===== src/sv/owm_pkg.sv =====
// ----------------------------------------------------------------------------
// owm_pkg
// shared types, codes and register defaults of the one-wire slot engine
// ----------------------------------------------------------------------------
package owm_pkg;

  localparam int unsigned CFG_DATA_W = 10;
  localparam int unsigned CFG_IDX_W  = 3;
  localparam int unsigned COUNT_W    = 10;

  typedef enum logic [2:0] {
    PH_IDLE  = 3'd0,
    PH_RLOW  = 3'd1,
    PH_RWAIT = 3'd2,
    PH_RTAIL = 3'd3,
    PH_SLOW  = 3'd4,
    PH_SREL  = 3'd5
  } phase_t;

  typedef enum logic [1:0] {
    FUNC_TICK  = 2'd0,
    FUNC_RESET = 2'd1,
    FUNC_WRITE = 2'd2,
    FUNC_READ  = 2'd3
  } func_t;

  typedef enum logic [CFG_IDX_W-1:0] {
    REG_RESET_LOW     = 3'd0,
    REG_PRESENCE_WAIT = 3'd1,
    REG_RESET_TAIL    = 3'd2,
    REG_SHORT_LOW     = 3'd3,
    REG_READ_LOW      = 3'd4,
    REG_SLOT          = 3'd5,
    REG_RECOVERY      = 3'd6
  } reg_idx_t;

  localparam logic [9:0] RESET_LOW_DEF     = 10'd480;
  localparam logic [9:0] PRESENCE_WAIT_DEF = 10'd80;
  localparam logic [9:0] RESET_TAIL_DEF    = 10'd400;
  localparam logic [3:0] SHORT_LOW_DEF     = 4'd1;
  localparam logic [3:0] READ_LOW_DEF      = 4'd2;
  localparam logic [6:0] SLOT_DEF          = 7'd60;
  localparam logic [3:0] RECOVERY_DEF      = 4'd1;

  // a zero duration counts as one tick
  function automatic logic [COUNT_W-1:0] at_least_one(input logic [COUNT_W-1:0] v);
    at_least_one = (v == '0) ? COUNT_W'(1) : v;
  endfunction

endpackage


===== src/sv/one_wire_master_slot_engine.sv =====
// ----------------------------------------------------------------------------
// one_wire_master_slot_engine
// one-wire bus master sequencer advanced by one tick item per bus microsecond
// ----------------------------------------------------------------------------
// Each input item is one bus tick: func selects tick only, reset, write byte
// or read byte (taken only when idle), write_byte is the byte to send and
// bus_level the sampled bus. Each item gives exactly one result item with
// drive_low, busy_res, done_res, presence and read_byte.
// Both channels use valid/stall; an item moves on an edge where valid is high
// and stall is low. The sequencer state is updated on the accepting edge and
// the result lands in an output register, so a result appears in the cycle after
// its item, and one item per cycle is taken while the output is drained.
// When out_stall holds a waiting result, in_stall is raised in the same cycle
// and the pending result stays put until it is taken.
// Timing registers are written via cfg_we/cfg_index/cfg_data; the user must
// write them only while idle (the block does not check); index 7 is ignored.
// Synchronous reset loads the default timings, returns the sequencer to idle,
// clears presence and the held read byte and empties the output register.
// ----------------------------------------------------------------------------
module one_wire_master_slot_engine (
  input  logic                               clk,
  input  logic                               rst,
  input  logic                               cfg_we,
  input  logic [owm_pkg::CFG_IDX_W-1:0]      cfg_index,
  input  logic [owm_pkg::CFG_DATA_W-1:0]     cfg_data,
  input  logic                               in_valid,
  output logic                               in_stall,
  input  logic [1:0]                         func,
  input  logic [7:0]                         write_byte,
  input  logic                               bus_level,
  output logic                               out_valid,
  input  logic                               out_stall,
  output logic                               drive_low,
  output logic                               busy_res,
  output logic                               done_res,
  output logic                               presence,
  output logic [7:0]                         read_byte
);

  localparam int unsigned CW = owm_pkg::COUNT_W;

  // timing registers
  logic [9:0] reset_low_time, presence_wait_time, reset_tail_time;
  logic [3:0] short_low_time, read_low_time, recovery_time;
  logic [6:0] slot_time;

  // sequencer state
  owm_pkg::phase_t phase, phase_next;
  logic [CW-1:0]   tick_count, tick_count_next;
  logic [2:0]      bit_index, bit_index_next;
  logic [7:0]      shift_byte, shift_byte_next;
  logic            presence_flag, presence_flag_next;
  logic            op_is_read, op_is_read_next;
  logic [7:0]      held_read, held_read_next;

  // state after a possible command start
  owm_pkg::phase_t ph0;
  logic [CW-1:0]   tc0;
  logic [2:0]      bi0;
  logic [7:0]      sb0;
  logic            opr0;

  logic            accept;
  logic            tick_busy, tick_drive, tick_done;

  assign in_stall = out_valid & out_stall;
  assign accept   = in_valid & ~in_stall;

  always_ff @(posedge clk) begin
    if (rst) begin
      reset_low_time     <= owm_pkg::RESET_LOW_DEF;
      presence_wait_time <= owm_pkg::PRESENCE_WAIT_DEF;
      reset_tail_time    <= owm_pkg::RESET_TAIL_DEF;
      short_low_time     <= owm_pkg::SHORT_LOW_DEF;
      read_low_time      <= owm_pkg::READ_LOW_DEF;
      slot_time          <= owm_pkg::SLOT_DEF;
      recovery_time      <= owm_pkg::RECOVERY_DEF;
    end else if (cfg_we) begin
      case (owm_pkg::reg_idx_t'(cfg_index))
        owm_pkg::REG_RESET_LOW:     reset_low_time     <= cfg_data;
        owm_pkg::REG_PRESENCE_WAIT: presence_wait_time <= cfg_data;
        owm_pkg::REG_RESET_TAIL:    reset_tail_time    <= cfg_data;
        owm_pkg::REG_SHORT_LOW:     short_low_time     <= cfg_data[3:0];
        owm_pkg::REG_READ_LOW:      read_low_time      <= cfg_data[3:0];
        owm_pkg::REG_SLOT:          slot_time          <= cfg_data[6:0];
        owm_pkg::REG_RECOVERY:      recovery_time      <= cfg_data[3:0];
        default: ;
      endcase
    end
  end

  // next state
  always_comb begin
    logic [CW-1:0] len, srel_len, tc1;
    logic [CW:0]   tc_inc;
    logic          cur_bit, finish, end_slot;

    ph0  = phase;
    tc0  = tick_count;
    bi0  = bit_index;
    sb0  = shift_byte;
    opr0 = op_is_read;
    if (phase == owm_pkg::PH_IDLE && owm_pkg::func_t'(func) != owm_pkg::FUNC_TICK) begin
      tc0 = '0;
      bi0 = '0;
      if (owm_pkg::func_t'(func) == owm_pkg::FUNC_RESET) begin
        opr0 = 1'b0;
        ph0  = owm_pkg::PH_RLOW;
      end else begin
        opr0 = (owm_pkg::func_t'(func) == owm_pkg::FUNC_READ);
        sb0  = opr0 ? 8'd0 : write_byte;
        ph0  = owm_pkg::PH_SLOW;
      end
    end

    cur_bit = sb0[bi0];
    srel_len = (!opr0 && !cur_bit) ? CW'(recovery_time)
                                   : owm_pkg::at_least_one(CW'(slot_time));
    case (ph0)
      owm_pkg::PH_RLOW:  len = owm_pkg::at_least_one(reset_low_time);
      owm_pkg::PH_RWAIT: len = owm_pkg::at_least_one(presence_wait_time);
      owm_pkg::PH_RTAIL: len = reset_tail_time;
      owm_pkg::PH_SLOW: begin
        if (opr0)         len = owm_pkg::at_least_one(CW'(read_low_time));
        else if (cur_bit) len = owm_pkg::at_least_one(CW'(short_low_time));
        else              len = owm_pkg::at_least_one(CW'(slot_time));
      end
      owm_pkg::PH_SREL:  len = srel_len;
      default:           len = CW'(1);
    endcase

    tc_inc = {1'b0, tc0} + (CW+1)'(1);
    tc1    = tc_inc[CW-1:0];

    phase_next         = ph0;
    tick_count_next    = tc0;
    bit_index_next     = bi0;
    shift_byte_next    = sb0;
    op_is_read_next    = opr0;
    presence_flag_next = presence_flag;
    held_read_next     = held_read;
    finish             = 1'b0;
    end_slot           = 1'b0;

    if (ph0 != owm_pkg::PH_IDLE) begin
      if (ph0 == owm_pkg::PH_RWAIT && tc_inc >= {1'b0, len})
        presence_flag_next = ~bus_level;
      if (ph0 == owm_pkg::PH_SREL && opr0 && tc0 == '0 && bus_level)
        shift_byte_next[bi0] = 1'b1;
      tick_count_next = tc1;
      // part has run out (a wrapped count also ends it)
      if (tc1 >= len || tc1 == '0) begin
        tick_count_next = '0;
        case (ph0)
          owm_pkg::PH_RLOW:  phase_next = owm_pkg::PH_RWAIT;
          owm_pkg::PH_RWAIT: begin
            phase_next = owm_pkg::PH_RTAIL;
            finish     = (reset_tail_time == '0);
          end
          owm_pkg::PH_RTAIL: finish = 1'b1;
          owm_pkg::PH_SLOW: begin
            phase_next = owm_pkg::PH_SREL;
            end_slot   = (srel_len == '0);
          end
          owm_pkg::PH_SREL:  end_slot = 1'b1;
          default:           finish = 1'b1;
        endcase
        if (end_slot) begin
          if (bi0 == 3'd7) begin
            finish = 1'b1;
          end else begin
            bit_index_next = bi0 + 3'd1;
            phase_next     = owm_pkg::PH_SLOW;
          end
        end
        if (finish) begin
          phase_next = owm_pkg::PH_IDLE;
          if (opr0) held_read_next = shift_byte_next;
        end
      end
    end
  end

  // tick outputs
  always_comb begin
    tick_busy  = (ph0 != owm_pkg::PH_IDLE);
    tick_drive = (ph0 == owm_pkg::PH_RLOW) || (ph0 == owm_pkg::PH_SLOW);
    tick_done  = tick_busy && (phase_next == owm_pkg::PH_IDLE);
  end

  always_ff @(posedge clk) begin
    if (rst) begin
      phase         <= owm_pkg::PH_IDLE;
      tick_count    <= '0;
      bit_index     <= '0;
      shift_byte    <= '0;
      presence_flag <= 1'b0;
      op_is_read    <= 1'b0;
      held_read     <= '0;
    end else if (accept) begin
      phase         <= phase_next;
      tick_count    <= tick_count_next;
      bit_index     <= bit_index_next;
      shift_byte    <= shift_byte_next;
      presence_flag <= presence_flag_next;
      op_is_read    <= op_is_read_next;
      held_read     <= held_read_next;
    end
  end

  always_ff @(posedge clk) begin
    if (rst) begin
      out_valid <= 1'b0;
    end else if (accept) begin
      out_valid <= 1'b1;
    end else if (!out_stall) begin
      out_valid <= 1'b0;
    end
  end

  always_ff @(posedge clk) begin
    if (accept) begin
      drive_low <= tick_drive;
      busy_res  <= tick_busy;
      done_res  <= tick_done;
      presence  <= presence_flag_next;
      read_byte <= held_read_next;
    end
  end

endmodule

===== config.mk =====
export PLATFORM = sky130hd
export DESIGN_NAME = one_wire_master_slot_engine
export DESIGN_NICKNAME = d
export VERILOG_FILES = /design/src/sv/owm_pkg.sv /design/src/sv/one_wire_master_slot_engine.sv
export SDC_FILE = /design/constraint.sdc
export NUM_CORES = 1
export LEC_CHECK = 0
export ABC_AREA = 1
export BUFFER_PORTS_ARGS = -buffer_cell sky130_fd_sc_hd__buf_4
export CORE_MARGIN = 2
export CORE_UTILIZATION = 49
export CTS_CLUSTER_DIAMETER = 120
export DETAILED_ROUTE_END_ITERATION = 8
export PLACE_DENSITY_LB_ADDON = 0.12
export SYNTH_ARGS = -nofsm -noshare
export SYNTH_HDL_FRONTEND = slang
export SYNTH_SLANG_ARGS = --single-unit

===== constraint.sdc =====
create_clock -name clk -period 5.8 [get_ports clk]
set_input_delay 0.87 -clock clk [delete_from_list [all_inputs] [get_ports clk]]
set_output_delay 0.87 -clock clk [all_outputs]
set_load 0.01 [all_outputs]

Yosys cells after proc, flatten, opt, wreduce, memory -nomap -nowiden --
Index checks and enable logic that the tools add are counted.
Word-level totals: register bits after elaboration 96, bits of input ports 29, output and inout port bits 14, word-level logic and storage cells 132
Cells by class: muxes and demuxes 52, reduce and logical (&&, ||, !) cells 34, order comparisons 4, eq/ne operators 15, $add $sub $neg 2, bitwise gates (word level) 5
Operators by type and width (number):
- $mux 8 | 9
- $logic_not 10->1 | 6
- $mux 10 | 6
- $pmux 10 s5 | 1
- $mux 3 | 12
- $mux 7 | 3
- $eq 3x3->1 const B | 6
- $mux 1 | 14
- $reduce_and 2->1 | 7
- $eq 3x2->1 const B | 4
- $add 10x1->11 const B | 1
- $ge 11x10->1 | 1
- $ge 10x10->1 | 1
- $logic_not 3->1 | 3
- $pmux 3 s3 | 1
- $logic_and 1x1->1 | 8
- $logic_not 4->1 | 2
- $mux 4 | 2
- $or 8x8->8 | 1
- $logic_not 7->1 | 1
- $eq 3x1->1 const B | 2
- $lt 3x4->1 const B | 1
- $pmux 1 s2 | 2
- $add 3x1->3 const B | 1
- other kinds (13) | 17

Logic depth before layout (Yosys ltp) --
word-level depth 22, gate-level depth with buffers 31, gate-level depth less buffers 31

Worst setup path before layout --
OpenSTA, ideal clock, no wires.
path type input port to flip-flop, from input port func[1], to register read_byte[0] (data pin), path slack 1.804 ns, data arrival time 3.742 ns, stages 26, path buffers 2, data required time 5.546 ns, setup time 0.254 ns, path through inv_1 > nand2_1 > nand3_4 > buf_2 > nand2_1 > o21a_1 > buf_4 > inv_1 > a21oi_1 > o21ai_0 > o211ai_1 > o21ai_0 > a311oi_1 > ha_1 > nand2_1 > o21a_1 > o21ai_0 > nand3_1 > a21oi_1 > nor2_1 > nand2_1 > nand2_2 > nor2_8 > nand3_4 > nand2_1 > nand2_1
Between the ends: cells in the longest elaborated chain, start to end 19, elaborated cells on any way between the ends 58, classes of those cells add/sub (1); order compare (3); eq/ne (8); mux (30); bitwise (1); reduce/logical (15)
Ends and longest elaborated chain:
- start, declared | RTL line one_wire_master_slot_engine.sv:28 | input logic [1:0] func,
- $eq 2x2->1 | RTL line one_wire_master_slot_engine.sv:110 | opr0 = (owm_pkg::func_t'(func) == owm_pkg::FUNC_READ);
- $mux 8 | RTL line one_wire_master_slot_engine.sv:111 | sb0 = opr0 ? 8'd0 : write_byte;
- $mux 8 | RTL line one_wire_master_slot_engine.sv:106 | if (owm_pkg::func_t'(func) == owm_pkg::FUNC_RESET) begin
- $mux 8 | RTL line one_wire_master_slot_engine.sv:103 | if (phase == owm_pkg::PH_IDLE && owm_pkg::func_t'(func) != owm_pkg::FUNC_TICK) begin
- $bmux 1 s3 | RTL line one_wire_master_slot_engine.sv:116 | cur_bit = sb0[bi0];
- $mux 1 (not written as such) | RTL line one_wire_master_slot_engine.sv:116
- $logic_not 1->1 | RTL line one_wire_master_slot_engine.sv:117 | srel_len = (!opr0 && !cur_bit) ? CW'(recovery_time)
- $logic_and 1x1->1 | RTL line one_wire_master_slot_engine.sv:117
- [4 not listed]
- $mux 1 | RTL line one_wire_master_slot_engine.sv:145 | if (ph0 != owm_pkg::PH_IDLE) begin
- $mux 1 | RTL line one_wire_master_slot_engine.sv:168 | if (end_slot) begin
- $mux 1 | RTL line one_wire_master_slot_engine.sv:152 | if (tc1 >= len || tc1 == '0) begin
- $mux 1 | RTL line one_wire_master_slot_engine.sv:145
- $mux 8 | RTL line one_wire_master_slot_engine.sv:176 | if (finish) begin
- $mux 8 | RTL line one_wire_master_slot_engine.sv:152
- $mux 8 (*) | RTL line one_wire_master_slot_engine.sv:145
- net held_read_next[0] | RTL line one_wire_master_slot_engine.sv:54 | logic [7:0] held_read, held_read_next;
- end signal, assigned | RTL line one_wire_master_slot_engine.sv:227 | read_byte <= held_read_next;
- end, declared | RTL line one_wire_master_slot_engine.sv:37 | output logic [7:0] read_byte
Mark *: on every way through the listed nets, which the timed path passes. The rest lies on a longest branch. The select of a mux whose other input is x is not followed. A chain may end at the register's enable or synchronous reset.

Worst setup path after layout --
from input port func[0], to register read_byte[7] (data pin)
Same word-level chain as after synthesis.

==> flow_metrics.py <==
metrics = {
    "cells_and_area": {
        "layout_commonest_cell": "nand2_1",
        "finalNetCount": 846,
        "n_antenna_cell": 0,
        "drive_gt1_frac": 0.117,
        "final_cell_mix": "nand2_1 (171), nor2_1 (98), inv_1 (85), dfxtp_1 (84), a21oi_1 (66)",
        "stdcell_count": 946,
        "fillers": 1014,
        "area_delta_synth_final_pct": 11.6,
    },
    "drt": {
        "ant_nets": 0,
        "dr.first_iter.drc_count": 361,
        "drcViolationCount": 0,
        "viasPerCell": 5.56,
        "wl_per_cell_um": 15.3,
        "vias": 5263,
        "drtPass1Iterations": 5,
        "wirelength_mm": 14.5,
    },
    "clock_network": {
        "clockRootBuffer": "clkbuf_8",
        "cts_tree": "done",
        "postCtsSetupBuffers": 0,
        "cts_hold_buf": 0,
        "clock_latency_ps": 380,
        "clk_pin_slew_ps": 90,
        "cts.sinks": 96,
        "ctsResizeCount": 0,
        "numCtsBuffers": 9,
        "clockBufferDepth": 2,
        "htreeDepth": 3,
    },
    "worst_hold_path": {
        "worstHoldEndpoint": "shift_byte[4]",
        "hold_path_depth": 2,
        "hp-class": "reg2reg",
        "hp-start": "shift_byte[4]",
    },
    "floorplan": {
        "fp.dieW_um": 108,
        "boundaryPins": 43,
        "fp.coreArea_um2": 10400,
        "rows": 37,
        "initial_core_util": 0.507,
        "dieArea_um2": 11600,
        "chipHeight_um": 108,
    },
    "sta": {
        "setup_tns_ps": 0,
        "max_slew_margin": 0.384,
        "fmax_mhz": 216,
        "skew_ps": 11.7,
        "finalHoldViolCount": 0,
        "slew_violations": 0,
        "finalCriticalPeriod_ps": 4630,
        "worst_pin_slew_ps": 924,
        "min_period_over_period": 0.798,
        "setup_viol": 0,
        "hold_ws_ps": 475,
        "rsz0062_at_grt": "no",
    },
    "global_routing": {
        "gr-usage-all-layers": 0.254,
        "gr-total-overflow": 0,
        "grt_pass1_vias": 4750,
        "antenna_found_initial": 0,
        "grt_pass1_wl_mm": 23.4,
        "grt_max_degree": 62,
    },
    "pwr": {
        "p_leak_uw": 0.00274,
        "finalPower_uw": 1960,
        "ir_drop_mv": 0.204,
        "p_per_area_nw_per_um2": 332,
    },
    "setup_path": {
        "rr_startpoint": "phase[0]",
        "start_kind": "primary input",
        "endpoint_kind": "flip-flop",
        "r2r-end": "read_byte[7]",
        "cpMaxStageDelayCell": "o21a_1",
        "worst-path-buf-inv": 3,
        "cp.arrival_ps": 4760,
        "path_delay_family": "compound AO/OA/AOI/OAI gates",
        "cp.depth": 25,
        "crit_top_cell": "nand2_1",
        "critPathMaxFanout": 28,
        "r2r_slack_ps": 1270,
        "path_class": "in2reg",
        "critPathRequiredTime_ps": 5930,
        "ff2ff_path_depth": 23,
        "slowest_delay_ps": 460,
    },
    "yosys": {
        "ys_warn_count": 0,
        "synthMuxAreaShare": 0,
        "synth-compound-area-share": 0.184,
        "syn-cell-area_um2": 5280,
        "synth_seq_area_share": 0.387,
        "synth_top_family_by_area": "simple AND/OR/NAND/NOR gates",
        "synth-seq-cells": 96,
        "synthXorXnorAreaFrac": 0.00663,
        "synth_fa_ha_area_frac": 0.0284,
        "synth_nets": 814,
        "ys_types": 40,
        "syn_avg_cell_area_um2": 6.83,
        "synth-simple-area-share": 0.300,
        "syn_inst": 773,
    },
    "flow_run": {
        "max-cap-violations": 0,
    },
    "place": {
        "gp_congestion": 0.955,
        "port_buffers": 42,
        "dp_cells": 930,
        "hpwl_mm": 10.7,
    },
    "outcome": {
        "status": "completed",
    },
}
## stage by stage
step / utilization / cell area [um^2] / worst slack (ps)
final: 0.566 / 5890 / 1170
after floorplan: - / 5280 / 1800
after CTS: 0.566 / 5890 / 1210
after detailed placement: 0.546 / 5690 / 803
after global placement: 0.546 / 5690 / 914
after global routing: 0.566 / 5890 / 739
## state kept, by name (all words and copies together) (netlist names), 3 cells and up
signal              count
bit_index               3
held_read               8
phase                   3
presence_wait_time     10
read_byte               8
read_low_time           4
recovery_time           4
reset_low_time         10
reset_tail_time        10
shift_byte              8
short_low_time          4
slot_time               7
tick_count             10
## area by class of cell
type / instances / area (um^2) / share of cell area
clock inverter: 6 / 53.8 / 0.00913
tap: 136 / 170 / 0.0289
multi-input combinational: 549 / 2750 / 0.467
timing repair buffer: 45 / 338 / 0.0573
inverter: 104 / 390 / 0.0662
clock buffer: 10 / 149 / 0.0253
sequential: 96 / 2040 / 0.346
## report_power, final
group / leakage, uW / switching [uW] / internal (uW)
Sequential: 0.000806 / 32.5 / 723
Combinational: 0.00183 / 521 / 228
Clock: 0.000101 / 263 / 191
Total: 0.00274 / 817 / 1140
## cell families after synthesis
kind of cell / count (synthesis)
XOR/XNOR: 4
flip-flops: 96
AO/OA/AOI/OAI: 170
buffers and inverters: 128
adder cells (fa/ha/maj): 12
AND/OR/NAND/NOR: 363
## Yosys cell counts, drive strengths merged
library cell | number | area share
a41oi | 2 | 0.0047
nand3 | 44 | 0.048
a221oi | 5 | 0.0083
a32oi | 2 | 0.0033
nand2 | 178 | 0.13
nor3 | 7 | 0.0066
a311oi | 1 | 0.0017
dfxtp | 84 | 0.32
xor2 | 3 | 0.0050
o211ai | 12 | 0.017
a31oi | 3 | 0.0036
clkbuf | 20 | 0.014
nor4 | 6 | 0.0071
nor2 | 105 | 0.080
o31ai | 1 | 0.0014
o41ai | 1 | 0.0017
a21oi | 66 | 0.063
o221ai | 3 | 0.0050
inv | 99 | 0.070
ha | 12 | 0.028
xnor2 | 1 | 0.0017
o21ai | 65 | 0.062
a22oi | 6 | 0.0085
o311ai | 1 | 0.0017
edfxtp | 12 | 0.068
buf | 4 | 0.0059
nand4 | 23 | 0.028
o21a | 2 | 0.0028
clkinv | 5 | 0.0036
## per-layer routing
layer  GRT usage  vias to the layer above  share of wire  wire (um)
met3      0.0345                       16          0.055        805
li1            -                     2644              -          -
met1       0.343                     2438           0.46       6680
met5           0                        -              0          0
met4      0.0760                        0          0.014        197
met2       0.423                      165           0.47       6830
## worst max path at each step
stage,startpoint,to
final,func[0],read_byte[7]
after global routing,func[1],held_read[5]
after CTS,func[1],read_byte[7]
after detailed placement,func[0],read_byte[7]
after global placement,func[0],read_byte[0]
after floorplan,func[1],read_byte[0]
## worst reg2reg max path, stage by stage (launching register included)
cell and delay, ps:
dfxtp_1 370, nor2_2 270, nand3_4 330, nand2_1 150
o21a_1 460, inv_1 200, a21oi_1 150, o21ai_0 110
o211ai_1 120, o21ai_0 140, a311oi_1 290, ha_1 190
nand2_1 80, o21a_1 180, o21ai_0 140, nand3_1 100
a21oi_1 140, nor2_1 80, nand2_1 160, nand2_2 140
nor2_8 180, nand3_4 140, nand2_1 110, nand2_1 50
(Power assumes the default switching activity.)
